`src/design/hrbp_pkg.sv`:
```
package hrbp_pkg;

	typedef enum logic [3:0] {
		PH_START   = 4'd0,
		PH_GET     = 4'd1,
		PH_POST    = 4'd2,
		PH_SP1     = 4'd3,
		PH_PATH    = 4'd4,
		PH_SP2     = 4'd5,
		PH_PROTO   = 4'd6,
		PH_SLASH   = 4'd7,
		PH_VERSION = 4'd8,
		PH_LF      = 4'd9,
		PH_LINE    = 4'd10,
		PH_KEY     = 4'd11,
		PH_VSKIP   = 4'd12,
		PH_VALUE   = 4'd13,
		PH_BSKIP   = 4'd14,
		PH_BODY    = 4'd15
	} phase_t;

	typedef enum logic [3:0] {
		CLS_METHOD  = 4'd0,
		CLS_SPACE   = 4'd1,
		CLS_PATH    = 4'd2,
		CLS_PROTO   = 4'd3,
		CLS_SLASH   = 4'd4,
		CLS_VERSION = 4'd5,
		CLS_BREAK   = 4'd6,
		CLS_KEY     = 4'd7,
		CLS_COLON   = 4'd8,
		CLS_VALUE   = 4'd9,
		CLS_BODY    = 4'd10,
		CLS_REJECT  = 4'd11,
		CLS_NONE    = 4'd15
	} class_t;

	typedef enum logic [1:0] {
		ST_OK       = 2'd0,
		ST_BAD_METH = 2'd1,
		ST_NO_PROTO = 2'd2,
		ST_NO_SLASH = 2'd3
	} status_t;

	typedef enum logic [1:0] {
		METH_NONE = 2'd0,
		METH_GET  = 2'd1,
		METH_POST = 2'd2
	} method_t;

	localparam logic [7:0] CH_NUL   = 8'h00;
	localparam logic [7:0] CH_TAB   = 8'h09;
	localparam logic [7:0] CH_LF    = 8'h0a;
	localparam logic [7:0] CH_CR    = 8'h0d;
	localparam logic [7:0] CH_SPACE = 8'h20;
	localparam logic [7:0] CH_SLASH = 8'h2f;
	localparam logic [7:0] CH_COLON = 8'h3a;
	localparam logic [7:0] CH_G     = 8'h47;
	localparam logic [7:0] CH_P     = 8'h50;

	localparam logic [2:0] GET_LEN  = 3'd3;
	localparam logic [2:0] POST_LEN = 3'd4;
	localparam logic [2:0] HTTP_LEN = 3'd4;
	localparam logic [7:0] HDR_MAX  = 8'd255;

	// Parser state carried from one byte to the next.
	typedef struct packed {
		phase_t     phase;
		logic [2:0] match_pos;
		method_t    method;
		status_t    err;
		logic [7:0] hdr_cnt;
		class_t     last_class;
	} pstate_t;

	localparam pstate_t PSTATE_RESET = '{
		phase:      PH_START,
		match_pos:  3'd0,
		method:     METH_NONE,
		err:        ST_OK,
		hdr_cnt:    8'd0,
		last_class: CLS_NONE
	};

	// Tag fields of one result beat, next to the echoed byte.
	typedef struct packed {
		class_t     byte_class;
		logic       field_start;
		logic [7:0] header_index;
		method_t    method_code;
		status_t    status;
	} tag_t;

	function automatic logic is_ws(input logic [7:0] b);
		return b inside {CH_SPACE, CH_TAB, CH_CR, CH_LF};
	endfunction

	function automatic logic is_nl(input logic [7:0] b);
		return b inside {CH_CR, CH_LF};
	endfunction

	// Expected method letter; pos is below the word length.
	function automatic logic [7:0] method_char(input logic get, input logic [1:0] pos);
		logic [7:0] c;
		if (get) begin
			case (pos)
				2'd0:    c = "G";
				2'd1:    c = "E";
				default: c = "T";
			endcase
		end else begin
			case (pos)
				2'd0:    c = "P";
				2'd1:    c = "O";
				2'd2:    c = "S";
				default: c = "T";
			endcase
		end
		return c;
	endfunction

	function automatic logic [7:0] http_char(input logic [1:0] pos);
		logic [7:0] c;
		case (pos)
			2'd0:    c = "H";
			2'd3:    c = "P";
			default: c = "T";
		endcase
		return c;
	endfunction

endpackage

```
`src/design/hrbp_in_if.sv`:
```
interface hrbp_in_if;
	logic       valid;
	logic       ready;
	logic [7:0] data_byte;
	logic       last;

	modport source (output valid, output data_byte, output last, input ready);
	modport sink (input valid, input data_byte, input last, output ready);
endinterface

```
`src/design/hrbp_out_if.sv`:
```
interface hrbp_out_if;
	logic       valid;
	logic       ready;
	logic [7:0] echo_byte;
	logic [3:0] byte_class;
	logic       field_start;
	logic [7:0] header_index;
	logic [1:0] method_code;
	logic       done_res;
	logic [1:0] status;

	modport source (output valid, output echo_byte, output byte_class, output field_start,
		output header_index, output method_code, output done_res, output status,
		input ready);
	modport sink (input valid, input echo_byte, input byte_class, input field_start,
		input header_index, input method_code, input done_res, input status,
		output ready);
endinterface

```
`src/design/hrbp_step.sv`:
```
// Next-state and tag logic for one byte.
module hrbp_step (
	input  hrbp_pkg::pstate_t st,
	input  logic [7:0]        data_byte,
	input  logic              last,
	output hrbp_pkg::pstate_t nxt,
	output hrbp_pkg::tag_t    tag
);

	hrbp_pkg::phase_t ph;
	hrbp_pkg::class_t cls;
	logic             ws;
	logic             nl;
	logic             is_get;
	logic [2:0]       wlen;
	logic [2:0]       mp_inc;

	always_comb begin
		nxt    = st;
		cls    = hrbp_pkg::CLS_REJECT;
		ph     = st.phase;
		ws     = hrbp_pkg::is_ws(data_byte);
		nl     = hrbp_pkg::is_nl(data_byte);
		is_get = (st.phase == hrbp_pkg::PH_GET);
		wlen   = is_get ? hrbp_pkg::GET_LEN : hrbp_pkg::POST_LEN;
		mp_inc = st.match_pos + 3'd1;

		if (st.err == hrbp_pkg::ST_OK) begin
			// Fall through phases that hand the byte on to the next one.
			if (ph == hrbp_pkg::PH_SP2 && !ws) begin
				ph            = hrbp_pkg::PH_PROTO;
				nxt.match_pos = 3'd0;
			end
			if (ph == hrbp_pkg::PH_LF && data_byte != hrbp_pkg::CH_LF)
				ph = hrbp_pkg::PH_LINE;
			if (ph == hrbp_pkg::PH_LINE && (data_byte == hrbp_pkg::CH_NUL || nl))
				ph = hrbp_pkg::PH_BSKIP;
			nxt.phase = ph;
			mp_inc    = nxt.match_pos + 3'd1;

			case (ph)
				hrbp_pkg::PH_START: begin
					if (data_byte == hrbp_pkg::CH_G) begin
						nxt.phase     = hrbp_pkg::PH_GET;
						nxt.match_pos = 3'd1;
						cls           = hrbp_pkg::CLS_METHOD;
					end else if (data_byte == hrbp_pkg::CH_P) begin
						nxt.phase     = hrbp_pkg::PH_POST;
						nxt.match_pos = 3'd1;
						cls           = hrbp_pkg::CLS_METHOD;
					end else begin
						nxt.err    = hrbp_pkg::ST_BAD_METH;
						nxt.method = hrbp_pkg::METH_NONE;
					end
				end
				hrbp_pkg::PH_GET, hrbp_pkg::PH_POST: begin
					if (st.match_pos < wlen && data_byte ==
							hrbp_pkg::method_char(is_get, st.match_pos[1:0])) begin
						cls           = hrbp_pkg::CLS_METHOD;
						nxt.match_pos = mp_inc;
						if (mp_inc == wlen) begin
							nxt.method    = is_get ? hrbp_pkg::METH_GET : hrbp_pkg::METH_POST;
							nxt.phase     = hrbp_pkg::PH_SP1;
							nxt.match_pos = 3'd0;
						end
					end else begin
						nxt.err    = hrbp_pkg::ST_BAD_METH;
						nxt.method = hrbp_pkg::METH_NONE;
					end
				end
				hrbp_pkg::PH_SP1: begin
					if (ws)
						cls = hrbp_pkg::CLS_SPACE;
					else begin
						nxt.phase = hrbp_pkg::PH_PATH;
						cls       = hrbp_pkg::CLS_PATH;
					end
				end
				hrbp_pkg::PH_PATH: begin
					if (data_byte == hrbp_pkg::CH_SPACE) begin
						nxt.phase = hrbp_pkg::PH_SP2;
						cls       = hrbp_pkg::CLS_SPACE;
					end else
						cls = hrbp_pkg::CLS_PATH;
				end
				hrbp_pkg::PH_SP2: begin
					cls = hrbp_pkg::CLS_SPACE;
				end
				hrbp_pkg::PH_PROTO: begin
					if (data_byte == hrbp_pkg::http_char(nxt.match_pos[1:0])) begin
						cls           = hrbp_pkg::CLS_PROTO;
						nxt.match_pos = mp_inc;
						if (mp_inc >= hrbp_pkg::HTTP_LEN) begin
							nxt.phase     = hrbp_pkg::PH_SLASH;
							nxt.match_pos = 3'd0;
						end
					end else begin
						nxt.err    = hrbp_pkg::ST_NO_PROTO;
						nxt.method = hrbp_pkg::METH_NONE;
					end
				end
				hrbp_pkg::PH_SLASH: begin
					if (data_byte == hrbp_pkg::CH_SLASH) begin
						nxt.phase = hrbp_pkg::PH_VERSION;
						cls       = hrbp_pkg::CLS_SLASH;
					end else begin
						nxt.err    = hrbp_pkg::ST_NO_SLASH;
						nxt.method = hrbp_pkg::METH_NONE;
					end
				end
				hrbp_pkg::PH_VERSION, hrbp_pkg::PH_VALUE: begin
					if (nl) begin
						nxt.phase = (data_byte == hrbp_pkg::CH_CR) ?
							hrbp_pkg::PH_LF : hrbp_pkg::PH_LINE;
						cls = hrbp_pkg::CLS_BREAK;
					end else
						cls = (ph == hrbp_pkg::PH_VERSION) ?
							hrbp_pkg::CLS_VERSION : hrbp_pkg::CLS_VALUE;
				end
				hrbp_pkg::PH_LF: begin
					nxt.phase = hrbp_pkg::PH_LINE;
					cls       = hrbp_pkg::CLS_BREAK;
				end
				hrbp_pkg::PH_LINE: begin
					if (st.hdr_cnt != hrbp_pkg::HDR_MAX)
						nxt.hdr_cnt = st.hdr_cnt + 8'd1;
					if (data_byte == hrbp_pkg::CH_COLON) begin
						nxt.phase = hrbp_pkg::PH_VSKIP;
						cls       = hrbp_pkg::CLS_COLON;
					end else begin
						nxt.phase = hrbp_pkg::PH_KEY;
						cls       = hrbp_pkg::CLS_KEY;
					end
				end
				hrbp_pkg::PH_KEY: begin
					if (data_byte == hrbp_pkg::CH_COLON) begin
						nxt.phase = hrbp_pkg::PH_VSKIP;
						cls       = hrbp_pkg::CLS_COLON;
					end else
						cls = hrbp_pkg::CLS_KEY;
				end
				hrbp_pkg::PH_VSKIP: begin
					if (ws)
						cls = hrbp_pkg::CLS_SPACE;
					else begin
						nxt.phase = hrbp_pkg::PH_VALUE;
						cls       = hrbp_pkg::CLS_VALUE;
					end
				end
				hrbp_pkg::PH_BSKIP: begin
					if (ws)
						cls = hrbp_pkg::CLS_SPACE;
					else begin
						nxt.phase = hrbp_pkg::PH_BODY;
						cls       = hrbp_pkg::CLS_BODY;
					end
				end
				default: begin
					cls = hrbp_pkg::CLS_BODY;
				end
			endcase
		end

		// Truncated before the slash: flag by how far the request line got.
		if (last && nxt.err == hrbp_pkg::ST_OK && nxt.phase < hrbp_pkg::PH_VERSION) begin
			if (nxt.phase <= hrbp_pkg::PH_POST)
				nxt.err = hrbp_pkg::ST_BAD_METH;
			else if (nxt.phase <= hrbp_pkg::PH_PROTO)
				nxt.err = hrbp_pkg::ST_NO_PROTO;
			else
				nxt.err = hrbp_pkg::ST_NO_SLASH;
			nxt.method = hrbp_pkg::METH_NONE;
		end

		tag.byte_class   = cls;
		tag.field_start  = (cls != st.last_class);
		tag.header_index = nxt.hdr_cnt;
		tag.method_code  = nxt.method;
		tag.status       = nxt.err;

		nxt.last_class = cls;
		if (last)
			nxt = hrbp_pkg::PSTATE_RESET;
	end

endmodule

```
`src/design/http_request_byte_parser.sv`:
```
// Channel | Dir | Payload                                                      | Beat
// --------+-----+--------------------------------------------------------------+------------
// req     | in  | data_byte[7:0], last                                         | one byte
// tag     | out | echo_byte, byte_class, field_start, header_index,           | one tag
//         |     | method_code, done_res, status                                |
//
// One byte per cycle sustained while tag is not stalled; a byte passes through the input register and then the
// result register on its way to tag. The byte-to-byte parser state closes a loop through hrbp_step and st_q.
// arst_n clears the stage valids and puts the parser at the start of a request.
// A stall on tag holds the result register; req keeps flowing into the input
// register until both stages are full, then req.ready drops.
module http_request_byte_parser (
	input  logic       clk,
	input  logic       arst_n,
	hrbp_in_if.sink    req,
	hrbp_out_if.source tag
);

	// Input register.
	logic       valid_s1;
	logic [7:0] byte_s1;
	logic       last_s1;

	// Result register.
	logic           valid_s2;
	logic [7:0]     byte_s2;
	logic           last_s2;
	hrbp_pkg::tag_t tag_s2;

	// Parser state.
	hrbp_pkg::pstate_t st_q;
	hrbp_pkg::pstate_t st_nxt;
	hrbp_pkg::tag_t    tag_nxt;

	logic advance;

	// Move a byte into the result register when that register is free or draining.
	assign advance   = valid_s1 && (!valid_s2 || tag.ready);
	assign req.ready = !valid_s1 || advance;

	hrbp_step u_step (
		.st        (st_q),
		.data_byte (byte_s1),
		.last      (last_s1),
		.nxt       (st_nxt),
		.tag       (tag_nxt)
	);

	always_ff @(posedge clk or negedge arst_n) begin
		if (!arst_n) begin
			valid_s1 <= 1'b0;
		end else if (req.ready) begin
			valid_s1 <= req.valid;
		end
	end

	// Payload: load on every accepted beat.
	always_ff @(posedge clk) begin
		if (req.valid && req.ready) begin
			byte_s1 <= req.data_byte;
			last_s1 <= req.last;
		end
	end

	always_ff @(posedge clk or negedge arst_n) begin
		if (!arst_n) begin
			valid_s2 <= 1'b0;
			st_q     <= hrbp_pkg::PSTATE_RESET;
		end else begin
			if (advance) begin
				valid_s2 <= 1'b1;
				st_q     <= st_nxt;
			end else if (tag.ready) begin
				valid_s2 <= 1'b0;
			end
		end
	end

	always_ff @(posedge clk) begin
		if (advance) begin
			byte_s2 <= byte_s1;
			last_s2 <= last_s1;
			tag_s2  <= tag_nxt;
		end
	end

	assign tag.valid        = valid_s2;
	assign tag.echo_byte    = byte_s2;
	assign tag.byte_class   = tag_s2.byte_class;
	assign tag.field_start  = tag_s2.field_start;
	assign tag.header_index = tag_s2.header_index;
	assign tag.method_code  = tag_s2.method_code;
	assign tag.done_res     = last_s2;
	assign tag.status       = tag_s2.status;

endmodule

```
`src/flat_wrapper.sv`:
```
// flat-port wrapper written by rule: the top's interface ports become plain ports
module http_request_byte_parser_flat 
  (clk, arst_n, req_valid, req_data_byte, req_last, req_ready, tag_valid, tag_echo_byte, tag_byte_class, tag_field_start, tag_header_index, tag_method_code, tag_done_res, tag_status, tag_ready);
  hrbp_in_if req_i ();
  hrbp_out_if tag_i ();
  input  logic clk;
  input  logic arst_n;
  input wire logic [$bits(req_i.valid)-1:0] req_valid;
  input wire logic [$bits(req_i.data_byte)-1:0] req_data_byte;
  input wire logic [$bits(req_i.last)-1:0] req_last;
  output wire logic [$bits(req_i.ready)-1:0] req_ready;
  output wire logic [$bits(tag_i.valid)-1:0] tag_valid;
  output wire logic [$bits(tag_i.echo_byte)-1:0] tag_echo_byte;
  output wire logic [$bits(tag_i.byte_class)-1:0] tag_byte_class;
  output wire logic [$bits(tag_i.field_start)-1:0] tag_field_start;
  output wire logic [$bits(tag_i.header_index)-1:0] tag_header_index;
  output wire logic [$bits(tag_i.method_code)-1:0] tag_method_code;
  output wire logic [$bits(tag_i.done_res)-1:0] tag_done_res;
  output wire logic [$bits(tag_i.status)-1:0] tag_status;
  input wire logic [$bits(tag_i.ready)-1:0] tag_ready;
  assign req_i.valid = req_valid;
  assign req_i.data_byte = req_data_byte;
  assign req_i.last = req_last;
  assign req_ready = req_i.ready;
  assign tag_valid = tag_i.valid;
  assign tag_echo_byte = tag_i.echo_byte;
  assign tag_byte_class = tag_i.byte_class;
  assign tag_field_start = tag_i.field_start;
  assign tag_header_index = tag_i.header_index;
  assign tag_method_code = tag_i.method_code;
  assign tag_done_res = tag_i.done_res;
  assign tag_status = tag_i.status;
  assign tag_i.ready = tag_ready;
  http_request_byte_parser u_core (.clk(clk), .arst_n(arst_n), .req(req_i), .tag(tag_i));
endmodule
```
`config.mk`:
```
export PLATFORM = sky130hd
export DESIGN_NAME = http_request_byte_parser_flat
export DESIGN_NICKNAME = d
export VERILOG_FILES = /design/src/design/hrbp_pkg.sv /design/src/design/hrbp_in_if.sv /design/src/design/hrbp_out_if.sv /design/src/design/hrbp_step.sv /design/src/design/http_request_byte_parser.sv /design/src/flat_wrapper.sv
export SDC_FILE = /design/constraint.sdc
export NUM_CORES = 1
export LEC_CHECK = 0
export BUFFER_PORTS_ARGS = -buffer_cell sky130_fd_sc_hd__buf_4
export CAP_MARGIN = 20
export CORE_MARGIN = 2
export CORE_UTILIZATION = 60
export CTS_CLUSTER_SIZE = 25
export DETAILED_ROUTE_END_ITERATION = 8
export PLACE_DENSITY = 0.85
export SETUP_SLACK_MARGIN = 0.05
export SYNTH_ARGS = -nofsm -noshare
export SYNTH_HDL_FRONTEND = slang
export SYNTH_SLANG_ARGS = --single-unit
```
`constraint.sdc`:
```
create_clock -name clk -period 9 [get_ports clk]
set_input_delay 0 -clock clk [delete_from_list [all_inputs] [get_ports clk]]
set_output_delay 0 -clock clk [all_outputs]
set_load 0.01 [all_outputs]
```
Yosys cells after proc, flatten, opt, wreduce, memory -nomap -nowiden
Cells that the tools add are included.
W data, S select, Z words.
{ "op_classes": {"add_sub_neg": 2, "order_cmp": 5, "n_eq_ne": 35, "muxes": 65, "reduce_logical": 28} }
{ "op_table": {"columns": ["operator", "count"], "rows": [
  ["$mux W4", 29],
  ["$pmux W4 S12", 2],
  ["$mux W8", 7],
  ["$eq A4 B4 Y1 const B", 9],
  ["$mux W7", 5],
  ["$eq A8 B4 Y1 const B", 3],
  ["$eq A8 B6 Y1 const B", 3],
  ["$mux W23", 1],
  ["$eq A4 B3 Y1 const B", 5],
  ["$pmux W5 S2", 2],
  ["$mux W19", 1],
  ["$eq A8 B7 Y1 const B", 2],
  ["$eq A8 B8 Y1", 2],
  ["$pmux W4 S4", 1],
  ["$pmux W5 S3", 1],
  ["$mux W2", 7],
  ["$mux W3", 4],
  ["$mux W9", 1],
  ["$pmux W3 S3", 1],
  ["$add A8 B1 Y8 const B", 1],
  ["$eq A4 B1 Y1 const B", 2],
  ["$eq A4 B2 Y1 const B", 2],
  ["$logic_and A1 B1 Y1", 8],
  ["$logic_not A2 Y1", 4],
  ["21 further kinds", 32]
]} }
{ "totals": {"register_bits": 60, "input_bits": 13, "out_inout_bits": 28, "word_cells": 152} }

Depth between registers and ports, before layout
Gate-level depths: netlist of run 1.
{ "logic_depth": {"depth_word": 28, "mapped_depth": 15, "ltp_nobuf": 13} }

Modules after synthesis
Synthesis of run 1 repeated with hierarchy kept, for this count alone.
{ "unflattened": {"cells_unflattened": 397, "hier_area_um2": 4160.2} }
{ "modules_own_cells": {"columns": ["mod", "instances", "cells_per_inst", "area_each_um2", "seq_area_each_um2"], "rows": [
  ["http_request_byte_parser", 1, 92, 2089.5, 1681.6],
  ["hrbp_step", 1, 305, 2070.7, 0.0]
]} }

Worst setup path before layout of run 1
No wires, ideal clock.
{ "synth_timing": {"kind": "reg2reg", "startpoint": "register u_core.byte_s1[6]", "endpoint": "register u_core.tag_s2, in the netlist u_core.tag.status[0] (data pin)", "setup_ns": 0.265, "arrival_time_ns": 3.352, "required_time_ns": 8.735, "slack_ns": 5.383, "stages_incl_launch_ff": 14, "n_path_buf": 1, "period_less_slack_ns": 3.617, "path_cell_list": "edfxtp_1 > nor4_4 > nand2_1 > clkbuf_1 > nand3_1 > nand2_1 > ha_1 > xnor2_1 > nand4_1 > a211o_1 > o2111ai_1 > o31ai_1 > o211a_1 > or3_1"} }
{ "synth_rtl": {"columns": ["item", "line_no", "text"], "rows": [
  ["start, declared", "http_request_byte_parser.sv:21", "logic [7:0] byte_s1;"],
  ["start signal, assigned", "http_request_byte_parser.sv:60", "byte_s1 <= req.data_byte;"],
  ["end signal, assigned", "http_request_byte_parser.sv:83", "tag_s2 <= tag_nxt;"],
  ["end, declared", "http_request_byte_parser.sv:28", "hrbp_pkg::tag_t tag_s2;"]
]} }

==> results of run 1 <==
## cell type report
class                      instances  area share, %
multi-input combinational        324           46.9
sequential                        60           35.8
timing repair buffer              57           9.80
clock buffer                       9           2.64
tap                               77           2.05
clock inverter                     7           1.57
inverter                          15           1.30
## registers in the layout, indices dropped and copies added, names as in the netlist
register,count
u_core.st_q,23
u_core.byte_s1,8
u_core.tag.echo_byte,8
u_core.tag.header_index,8
u_core.tag.byte_class,4
u_core.tag.method_code,2
u_core.tag.status,2
u_core.last_s1,1
u_core.tag.done_res,1
u_core.tag.field_start,1
u_core.tag.valid,1
u_core.valid_s1,1
## cells in the mapped netlist, drive strengths merged, types with 6 or more instances
library cell | count | area [um^2]
inv | 14 | 52.6
a31oi | 11 | 68.8
xnor2 | 11 | 96.3
nor3 | 14 | 70.1
nor2b | 8 | 50.1
a21oi | 20 | 108
o21ai | 24 | 120
clkbuf | 20 | 75.1
o31ai | 7 | 66.3
nand4 | 6 | 37.5
or3 | 6 | 42.5
dfrtp | 21 | 526
a22o | 7 | 61.3
nand3 | 16 | 80.1
o2111ai | 6 | 52.6
edfxtp | 35 | 1050
nor4 | 13 | 115
ha | 11 | 138
nor2 | 32 | 128
nand2b | 10 | 62.6
nand2 | 30 | 113
## per-stage QoR
stage | area (um^2) | worst slack, ns
floorplan | 4050 | 5.38
global placement | 4370 | 4.73
detailed placement | 4370 | 4.64
CTS | 4700 | 4.61
global route | 4700 | 4.26
finish | 4700 | 4.43
## timing repair
item / 4_1_cts / 5_1_grt
setup endpoints to repair: 0 / 0
hold endpoints to repair: 36 / 0
hold buffers: 13 / 0
## placed cells by master, fill, tap and decap left out, types with 7 or more instances in the layout
cell type / instances
buf_4: 44
edfxtp_1: 35
nor2_1: 31
nand2_1: 30
dfrtp_1: 21
o21ai_0: 18
a21oi_1: 18
nand3_1: 16
inv_1: 14
nor3_1: 14
dlygate4sd3_1: 13
a31oi_1: 11
xnor2_1: 11
ha_1: 11
nand2b_1: 10
nor4_1: 9
clkbuf_8: 9
nor2b_1: 8
a22o_1: 7
## per-layer routing
| metal | vias to the layer above | track usage [%] |
|---|---|---|
| met5 | - | 0 |
| met4 | 0 | 14.6 |
| met3 | 40 | 5.97 |
| met2 | 254 | 56.2 |
| met1 | 1885 | 48.6 |
| li1 | 1717 | - |
## logic make-up (layout without fill, tap and decap cells)
family / count (synthesis) / in the layout / synth area share [%]
simple gates: 178 / 178 / 26.6
flops: 60 / 60 / 41.6
mux: 3 / 3 / 0.804
buf+inv: 39 / 88 / 3.99
compound gates: 116 / 116 / 20.2
xor+xnor: 15 / 15 / 3.25
fa+ha+maj: 12 / 12 / 3.65
## where the power goes
part	total, mW	internal (mW)	switching (mW)
Sequential	0.408	0.353	0.0553
Combinational	0.585	0.231	0.355
Clock	0.255	0.129	0.126
## critical path, stage by stage (launching register included)
cell	delay, ns
edfxtp_1	0.63
and3b_1	0.31
o21ai_1	0.64
nand3_1	0.46
nand2_1	0.26
ha_1	0.32
xnor2_1	0.18
nand4_1	0.24
a211o_1	0.33
o2111ai_1	0.24
o31ai_1	0.14
o211a_1	0.22
or3_1	0.33
## worst paths after layout
check,from,depth (start not counted),end
max in group asynchronous,arst_n,2,u_core.st_q[3]
setup / recovery,u_core.byte_s1[3],12,u_core.tag.status[0]
hold / removal,arst_n,2,u_core.st_q[10]
setup reg to reg,u_core.byte_s1[3],12,u_core.tag.status[0]
min in group clk,req_last,2,u_core.last_s1
hold reg to reg,u_core.st_q[15],2,u_core.st_q[15]
==> key figures, run 1 <==
GRT
  • Largest net degree at the start of global routing: 36
  • All-layer global routing usage: 35.5%
  • Vias in the first global route: 3674
  • Antenna violations before repair: 0
  • Gr ovfl total: 0
  • First-pass GRT wire length: around 20000 um

Cells and area
  • FILL cells: 429
  • Seq. cell area: 1680 um^2
  • NumNets Final: 491
  • Non-Filler Instances: 549
  • Area of the multi-input gates: around 2200 um^2
  • Fraction of layout cells with a size suffix above 1: roughly 18%
  • Final core utilization: about 73%
  • Layout overhead on the synthesized area: 16.2%
  • Diode count: 0

Hold path
  • Worst hold path class: in2async

Clocking
  • Sink Count: 60
  • Htree depth: 3
  • Worst-path clk slew: 0.08 ns
  • CTS resizes: 0
  • Clock latency on the worst-skew pair: 0.36 ns
  • CTS root buf: clkbuf_8
  • Max Root-Sink Buffers: 2
  • Post-CTS Setup Bufs: 0
  • Num CTS Buffers: 9
  • CTS tree: built

Detailed routing
  • Post-route DRC: 0
  • Routed Antenna Nets: 0
  • Metal3 WL: 1060 um
  • First-pass DRT Iterations: 5
  • Routed WL: 12600 um
  • Via density: 7.10
  • Top routing layer in use: met4
  • Met2 wire length: 6000 um
  • WL met1: 5110 um
  • Via count: 3896
  • Initial DRC count: around 510
  • DR WL/cell: around 23 um

Synth
  • Cell count after synthesis: 423
  • Register area share after synthesis: 41.6%
  • Number of synthesized flops with an enable pin: 35
  • Register bit total from synthesis: 60
  • Syn_area_per_cell: 9.56 um^2
  • FFs w/ async S/R, synth: 41.7%
  • Post-Syn Nets: 447
  • Synthesized area: ~4000 um^2
  • Top_reg_cell synth: edfxtp_1
  • Synth warnings: 0
  • Post-synth cell types: 79

Power
  • Pwr dens: 266 nW/um^2
  • Peak VDD IR: between 0.1 and 0.15 mV
  • Lkg Pwr: 1.82 nW
  • Final Total Pwr: 1.25 mW

Timing
  • Achievable Freq: 0.219 GHz
  • Final period util: 50.8%
  • WHS: between 0.1 and 0.15 ns
  • Final Hold Viols: 0
  • Slew margin rel.: 38.7%
  • Min cycle time layout: 4.57 ns
  • Post-route setup TNS: 0 ns
  • RSZ-0062 raised after global routing: no
  • Layout Skew: 0.00982 ns
  • # setup viols final: 0
  • Measured slew at the worst slew-check pin: 0.916 ns
  • Final Max Tran Viols: 0

Setup path
  • Largest fanout on the critical path: 17
  • Setup crit end kind: flop
  • CP startpoint kind: flop
  • Critical path class: reg2reg
  • Critical Path RT: 9.11 ns
  • Setup slack, reg-to-reg: 4.43 ns
  • WP data arrival: ~4.7 ns

Place
  • Placer Congestion: 0.984
  • Placed insts: 520
  • Buffers added on ports: 40
  • Dpl hpwl: slightly above 8000 um

Floorplan
  • Die width: between 80 and 90 um
  • Die height: 86.1 um
  • I/O pin cnt: 41
  • Row count: 29
  • Core Area: 6420 um^2
  • Die area: ~7400 um^2
  • Initial core utilization: 63.0%

Run status
  • Status: finished clean

Job
  • MaxCap Viol Count: 0
Note: power is estimated with default switching activity, not from simulation.
==> inputs of run 2 (changes only) <==
Settings changed: ABC_AREA from default to 1, CORE_UTILIZATION 60 to 54, PLACE_DENSITY 0.85 to 0.81.
Clock period 9 ns to 3.9 ns, I/O delays scaled along.
==> key figures, run 2 <==
Synth
  • Multiplexer share of the synthesized area: 0% (-0.80 points)
  • Ranking of synthesized cells by area: edfxtp_1 (27%), dfrtp_1 (13%), nand2_1 (11%), inv_1 (7.0%), nor2_1 (4.6%)
  • Top cells by count, synth: nand2_1 (113), inv_1 (74), nor2_1 (48)
  • Compound-Gate Fraction of Synth Area: 9.84% (-10 points)
  • Register area share after synthesis: 42.5% (+0.97 points)
  • Synthesized area: 3950 um^2 (-2.3%)
  • Largest family of logic cells by synthesized area: simple AND/OR/NAND/NOR gates
  • Post-Synth Simple-Gate Area: 32.7% (+6.2 points)
  • Post-synth cell types: 49 (-38%)
  • Most common cell in the netlist: nand2_1
  • Post-Syn Nets: 519 (+16%)
  • Synth area leader: edfxtp_1
  • Register bit total from synthesis: 60 (unchanged)
  • FFs w/ async S/R, synth: 41.7% (unchanged)
  • Cell count after synthesis: 495 (+17%)
  • Post-Synth XOR/XNOR Area: 2.44% (-0.81 points)
  • Number of synthesized flops with an enable pin: 35 (unchanged)
  • Syn_area_per_cell: 7.98 um^2 (-17%)
  • Synth warnings: 0 (unchanged)
  • Adder-cell share of the synthesized area: 3.48% (-0.17 points)
  • Top_reg_cell synth: edfxtp_1
  • Synth top area share: 26.6% (+0.61 points)

Cells and area
  • Max reg flops: 23 (unchanged)
  • Fraction of layout cells with a size suffix above 1: 20.9% (+2.9 points)
  • Commonest cells after routing, fill and taps aside: nand2_1 (113), inv_1 (74), nor2_1 (48), buf_4 (41), edfxtp_1 (35)
  • Non-Filler Instances: 659 (+20%)
  • Layout overhead on the synthesized area: 18.9%
  • Top reg by flops: u_core.st_q
  • Final core utilization: 65.5% (-7.7 points)
  • Post-route cell area: 4700 um^2 (about the same)
  • NumNets Final: 579 (+18%)
  • Diode count: 0 (unchanged)
  • Commonest non-fill, non-tap cell in the layout: nand2_1

Detailed routing
  • Met2 wire length: 4950 um (-18%)
  • Post-route DRC: 0 (unchanged)
  • First-pass DRT Iterations: 5 (unchanged)
  • DR WL/cell: 15.5 um (-32%)
  • Via count: 3554 (-8.8%)
  • Metal3 WL: 519 um (-51%)
  • Initial DRC count: 272 (-46%)
  • Routed WL: 10200 um (-19%)
  • Top routing layer in use: met4
  • WL met1: 4630 um (-9.3%)
  • Routed Antenna Nets: 0 (unchanged)
  • Via density: 5.39 (-24%)

Clocking
  • Max Root-Sink Buffers: 2 (unchanged)
  • Clock latency on the worst-skew pair: 0.34 ns (-0.02 ns)
  • CTS resizes: 0 (unchanged)
  • CTS root buf: clkbuf_8
  • Hold buffers post-CTS: 13 (unchanged)
  • Post-CTS Setup Bufs: 0 (unchanged)
  • Num CTS Buffers: 9 (unchanged)
  • Worst-path clk slew: 0.08 ns (about the same)
  • Htree depth: 3 (unchanged)
  • Sink Count: 60 (unchanged)
  • CTS tree: built

Floorplan
  • Core Area: 7180 um^2 (+12%)
  • Die area: 8020 um^2 (+8.2%)
  • Row count: 31 (+6.9%)
  • Initial core utilization: 55.1% (-7.9 points)
  • I/O pin cnt: 41 (unchanged)
  • Die height: 89.6 um (+4.0%)
  • Die width: 89.6 um (+4.0%)

Place
  • Dpl hpwl: 7690 um (-5.7%)
  • Buffers added on ports: 40 (unchanged)
  • Placed cell areas: 4350 um^2 (-0.60%)
  • Placed insts: 630 (+21%)
  • Placer Congestion: 1.07 (+8.4%)

GRT
  • Largest net degree at the start of global routing: 26 (-28%)
  • Vias in the first global route: 3354 (-8.7%)
  • Gr ovfl total: 0 (unchanged)
  • First-pass GRT wire length: 16300 um (-19%)
  • Antenna violations before repair: 0 (unchanged)
  • All-layer global routing usage: 26.9% (-8.6 points)

Power
  • Lkg Pwr: 2.28 nW (+25%)
  • Pwr dens: 679 nW/um^2 (+160%)
  • Final Total Pwr: 3.19 mW (+160%)
  • Peak VDD IR: 0.280 mV (+87%)

Hold path
  • Worst hold path class: in2async

Timing
  • # setup viols final: 0 (unchanged)
  • Final period util: 89.0% (+38 points)
  • Layout Skew: 0.0129 ns (+0.00311 ns)
  • Min cycle time layout: 3.47 ns (-1.10 ns)
  • RSZ-0062 raised after global routing: no
  • Final Max Tran Viols: 0 (unchanged)
  • Measured slew at the worst slew-check pin: 0.831 ns (-0.0846 ns)
  • Final Hold Viols: 0 (unchanged)
  • Slew margin rel.: 44.5% (+5.8 points)
  • Achievable Freq: 0.288 GHz (+32%)
  • Post-route setup TNS: 0 ns (unchanged)

Setup path
  • WP data arrival: 3.56 ns (-1.12 ns)
  • Setup crit end kind: flop
  • Critical path class: reg2reg
  • FF-to-FF Start: u_core.byte_s1[1]
  • Critical Path RT: 3.99 ns (-5.12 ns)
  • CP startpoint kind: flop
  • Largest fanout on the critical path: 10 (-7)
  • R2R depth: 16 (+4)
  • R2R Path End: u_core.tag.field_start
  • Setup slack, reg-to-reg: 0.43 ns (-4.00 ns)

Job
  • MaxCap Viol Count: 0 (unchanged)

Run status
  • Status: finished clean
run 2: cell types whose count changed in the layout (fill, tap and decap cells not counted), sizes merged, moves of 10 or more:
cell | before | now
inv | 16 | 83
nand2 | 30 | 133
nand2b | 10 | 0
nand3 | 16 | 34
nor2 | 32 | 61
o22ai | 3 | 15
run 2: per-stage QoR:
step	hold slack (ns)	setup WS [ns]
2_1_floorplan	-0.296	0.907
6_report	0.107	0.428
3_3_place_gp	-0.0720	0.626
5_1_grt	0.141	0.176
4_1_cts	0.105	0.432
3_5_place_dp	-0.0706	0.467
run 2: how the worst max path moves through the flow:
stage                                 start                     end  cells past startpoint
after detailed placement  u_core.byte_s1[1]  u_core.tag.field_start                     16
after global placement    u_core.byte_s1[1]  u_core.tag.field_start                     16
final                     u_core.byte_s1[1]  u_core.tag.field_start                     16
after CTS                 u_core.byte_s1[4]  u_core.tag.field_start                     16
after floorplan           u_core.byte_s1[3]  u_core.tag.field_start                     16
after global routing      u_core.byte_s1[3]  u_core.tag.field_start                     16
run 2: power by group:
| part | total, mW | internal (mW) | switching, mW |
|---|---|---|---|
| sequential | 0.948 | 0.850 | 0.0978 |
| combinational | 1.60 | 0.517 | 1.08 |
| clock | 0.643 | 0.363 | 0.280 |
run 2: critical path, cell delays in order, from the launching register on:
cell and delay [ns]:
edfxtp_1 0.48, nor2_1 0.22, nand2_2 0.09, nor2_1 0.22, nor2_2 0.09, nand3_4 0.13
nand2_1 0.14, ha_1 0.38, o22ai_1 0.10, a211oi_1 0.40, nor2_1 0.15, nor4_2 0.26
nand2_1 0.11, nor2_1 0.10, nand2_1 0.11, xor2_1 0.15, nand4_1 0.11
run 2: kinds of logic after synthesis:
family,after synthesis
and+or+nand+nor,263
buffers and inverters,88
AOI/OAI and AO/OA,62
DFF,60
xor gates and xnor gates,11
adders and majority gates,11
run 2: routing by layer:
layer	vias up	GRT usage, %
met3	13	5.08
met4	0	8.96
met5	-	0
met1	1664	37.3
met2	121	42.6
li1	1756	-
run 2: cell type report:
type / count / area (um^2)
Clock buffer: 9 / 124
Timing Repair Buffer: 54 / 438
Fill cell: 587 / 2480
Sequential cell: 60 / 1680
Multi-Input combinational cell: 347 / 1920
Inverter: 83 / 315
Tap cell: 99 / 124
Clock inverter: 7 / 98.8
==> inputs of run 3 (changes only) <==
Settings changed: ABC_AREA 1 to default.
==> key figures, run 3 (synthesis results as in run 1) <==
GRT
  • Gr ovfl total: 0 (unchanged)
  • First-pass GRT wire length: 18300 um (+12%)
  • Antenna violations before repair: 0 (unchanged)
  • All-layer global routing usage: 28.4% (+1.5 points)
  • Largest net degree at the start of global routing: 27 (+3.8%)
  • Vias in the first global route: 3537 (+5.5%)

Floorplan
  • Die width: 90.6 um (+1.1%)
  • I/O pin cnt: 41 (unchanged)
  • Row count: 31 (unchanged)
  • Die area: 8200 um^2 (+2.2%)
  • Initial core utilization: 55.8% (+0.69 points)
  • Core Area: 7250 um^2 (+1.1%)
  • Die height: 90.6 um (+1.1%)

Timing
  • Measured slew at the worst slew-check pin: 0.797 ns (-0.0341 ns)
  • Post-route setup TNS: 0 ns (unchanged)
  • Final Hold Viols: 0 (unchanged)
  • Slew margin rel.: 46.7% (+2.1 points)
  • Final period util: 94.6% (+5.6 points)
  • Final Max Tran Viols: 0 (unchanged)
  • Setup WS post-layout: 0.209 ns (-0.218 ns)
  • RSZ-0062 raised after global routing: no
  • WHS: 0.0875 ns (-0.0191 ns)
  • Min cycle time layout: 3.69 ns (+0.218 ns)
  • Layout Skew: 0.00721 ns (-0.00573 ns)
  • # setup viols final: 0 (unchanged)
  • Achievable Freq: 0.271 GHz (-5.9%)

Place
  • Pre-CTS setup slack: 0.146 ns (-0.321 ns)
  • Placer Congestion: 0.952 (-11%)
  • Dpl hpwl: 8350 um (+8.6%)
  • Placed cell areas: 4590 um^2 (+5.7%)
  • Buffers added on ports: 40 (unchanged)

Detailed routing
  • Routed WL: 11600 um (+13%)
  • Post-route DRC: 0 (unchanged)
  • Via count: 3841 (+8.1%)
  • First-pass DRT Iterations: 6 (+1)
  • Routed Antenna Nets: 0 (unchanged)
  • Via density: 6.41 (+19%)
  • Initial DRC count: 377 (+39%)
  • DR WL/cell: 19.3 um (+25%)

Setup path
  • WP data arrival: 3.78 ns (+0.22 ns)
  • CP startpoint kind: flop
  • Critical Path RT: 3.99 ns (about the same)
  • Setup slack, reg-to-reg: 0.21 ns (-0.22 ns)
  • Largest fanout on the critical path: 5 (-5)
  • Setup crit end kind: flop
  • Critical path class: reg2reg

Job
  • MaxCap Viol Count: 0 (unchanged)

Clocking
  • Num CTS Buffers: 9 (unchanged)
  • Sink Count: 60 (unchanged)
  • CTS tree: built
  • Max Root-Sink Buffers: 2 (unchanged)
  • Htree depth: 3 (unchanged)
  • CTS root buf: clkbuf_8
  • Clock latency on the worst-skew pair: 0.35 ns (about the same)
  • Worst-path clk slew: 0.08 ns (about the same)

Cells and area
  • Seq. cell area: 1680 um^2 (unchanged)
  • Post-route cell area: 4960 um^2 (+5.6%)
  • Fraction of layout cells with a size suffix above 1: 23.8% (+2.9 points)
  • Max reg flops: 23 (unchanged)
  • Area of the multi-input gates: 2230 um^2 (+16%)
  • Top reg by flops: u_core.st_q
  • Diode count: 0 (unchanged)
  • NumNets Final: 519 (-10%)
  • Commonest non-fill, non-tap cell in the layout: buf_4
  • Commonest cells after routing, fill and taps aside: buf_4 (72), edfxtp_1 (35), nor2_1 (31), nand2_1 (30), dfrtp_1 (21)
  • Layout overhead on the synthesized area: 22.7%
  • FILL cells: 558 (-4.9%)

Power
  • Final Total Pwr: 2.91 mW (-8.7%)
  • Pwr dens: 587 nW/um^2 (-14%)
  • Lkg Pwr: 1.97 nW (-14%)
  • Peak VDD IR: 0.274 mV (-2.2%)

Run status
  • Status: finished clean

Hold path
  • Worst hold path class: in2async
-- run 3: repair_timing --
| item | CTS | global route |
|---|---|---|
| hold endpoints to repair | 36 | 0 |
| setup buffers | 0 | 2 |
| endpoints found under the setup margin | 0 | 3 |
| hold buffers | 13 | 0 |
| gates resized for setup | 0 | 6 |
-- run 3: routing by layer --
layer  vias up  routed length, um  track usage [%]
met5         -                  0                0
met3        35               1010             4.76
met2       216               5470             45.0
li1       1777                  -                -
met4         0                312             10.1
met1      1813               4780             39.5
-- run 3: path summary, 6_finish.rpt --
kind / startpoint / to / cells after the start
max in group asynchronous: arst_n / u_core.st_q[3] / 2
min: arst_n / u_core.st_q[9] / 2
max reg2reg: u_core.byte_s1[4] / u_core.tag.field_start / 12
min in group clk: req_data_byte[0] / u_core.byte_s1[0] / 2
max: u_core.byte_s1[4] / u_core.tag.field_start / 12
min reg2reg: u_core.valid_s1 / u_core.tag.valid / 1
-- run 3: layout make-up --
class / instances / area share, %
Clock buffer: 10 / 3.00
Clock inverter: 6 / 0.907
Inverter: 15 / 1.24
Multi-Input combinational cell: 324 / 45.0
Sequential cell: 60 / 33.9
Tap cell: 99 / 2.50
Timing Repair Buffer: 85 / 13.5
-- run 3: where the power goes --
group	internal [mW]	switching (mW)
registers	0.815	0.0890
logic	0.616	0.843
clock network	0.273	0.277
total	1.70	1.21
-- run 3: per-stage QoR --
stage / util, % / std cells
finish: 68.4 / 599
global route: 68.4 / 599
CTS: 67.8 / 597
detailed placement: 63.3 / 568
global placement: 63.3 / 568
floorplan: - / 423
-- run 3: critical path, stage by stage, from the launching register on --
cell,delay (ns)
edfxtp_1,0.44
or4_4,0.61
o21ai_2,0.18
o21ai_0,0.09
buf_4,0.17
ha_2,0.37
xnor2_1,0.13
nand4_1,0.21
buf_4,0.20
a31o_2,0.23
or4b_4,0.56
xnor2_1,0.15
nand4_1,0.10
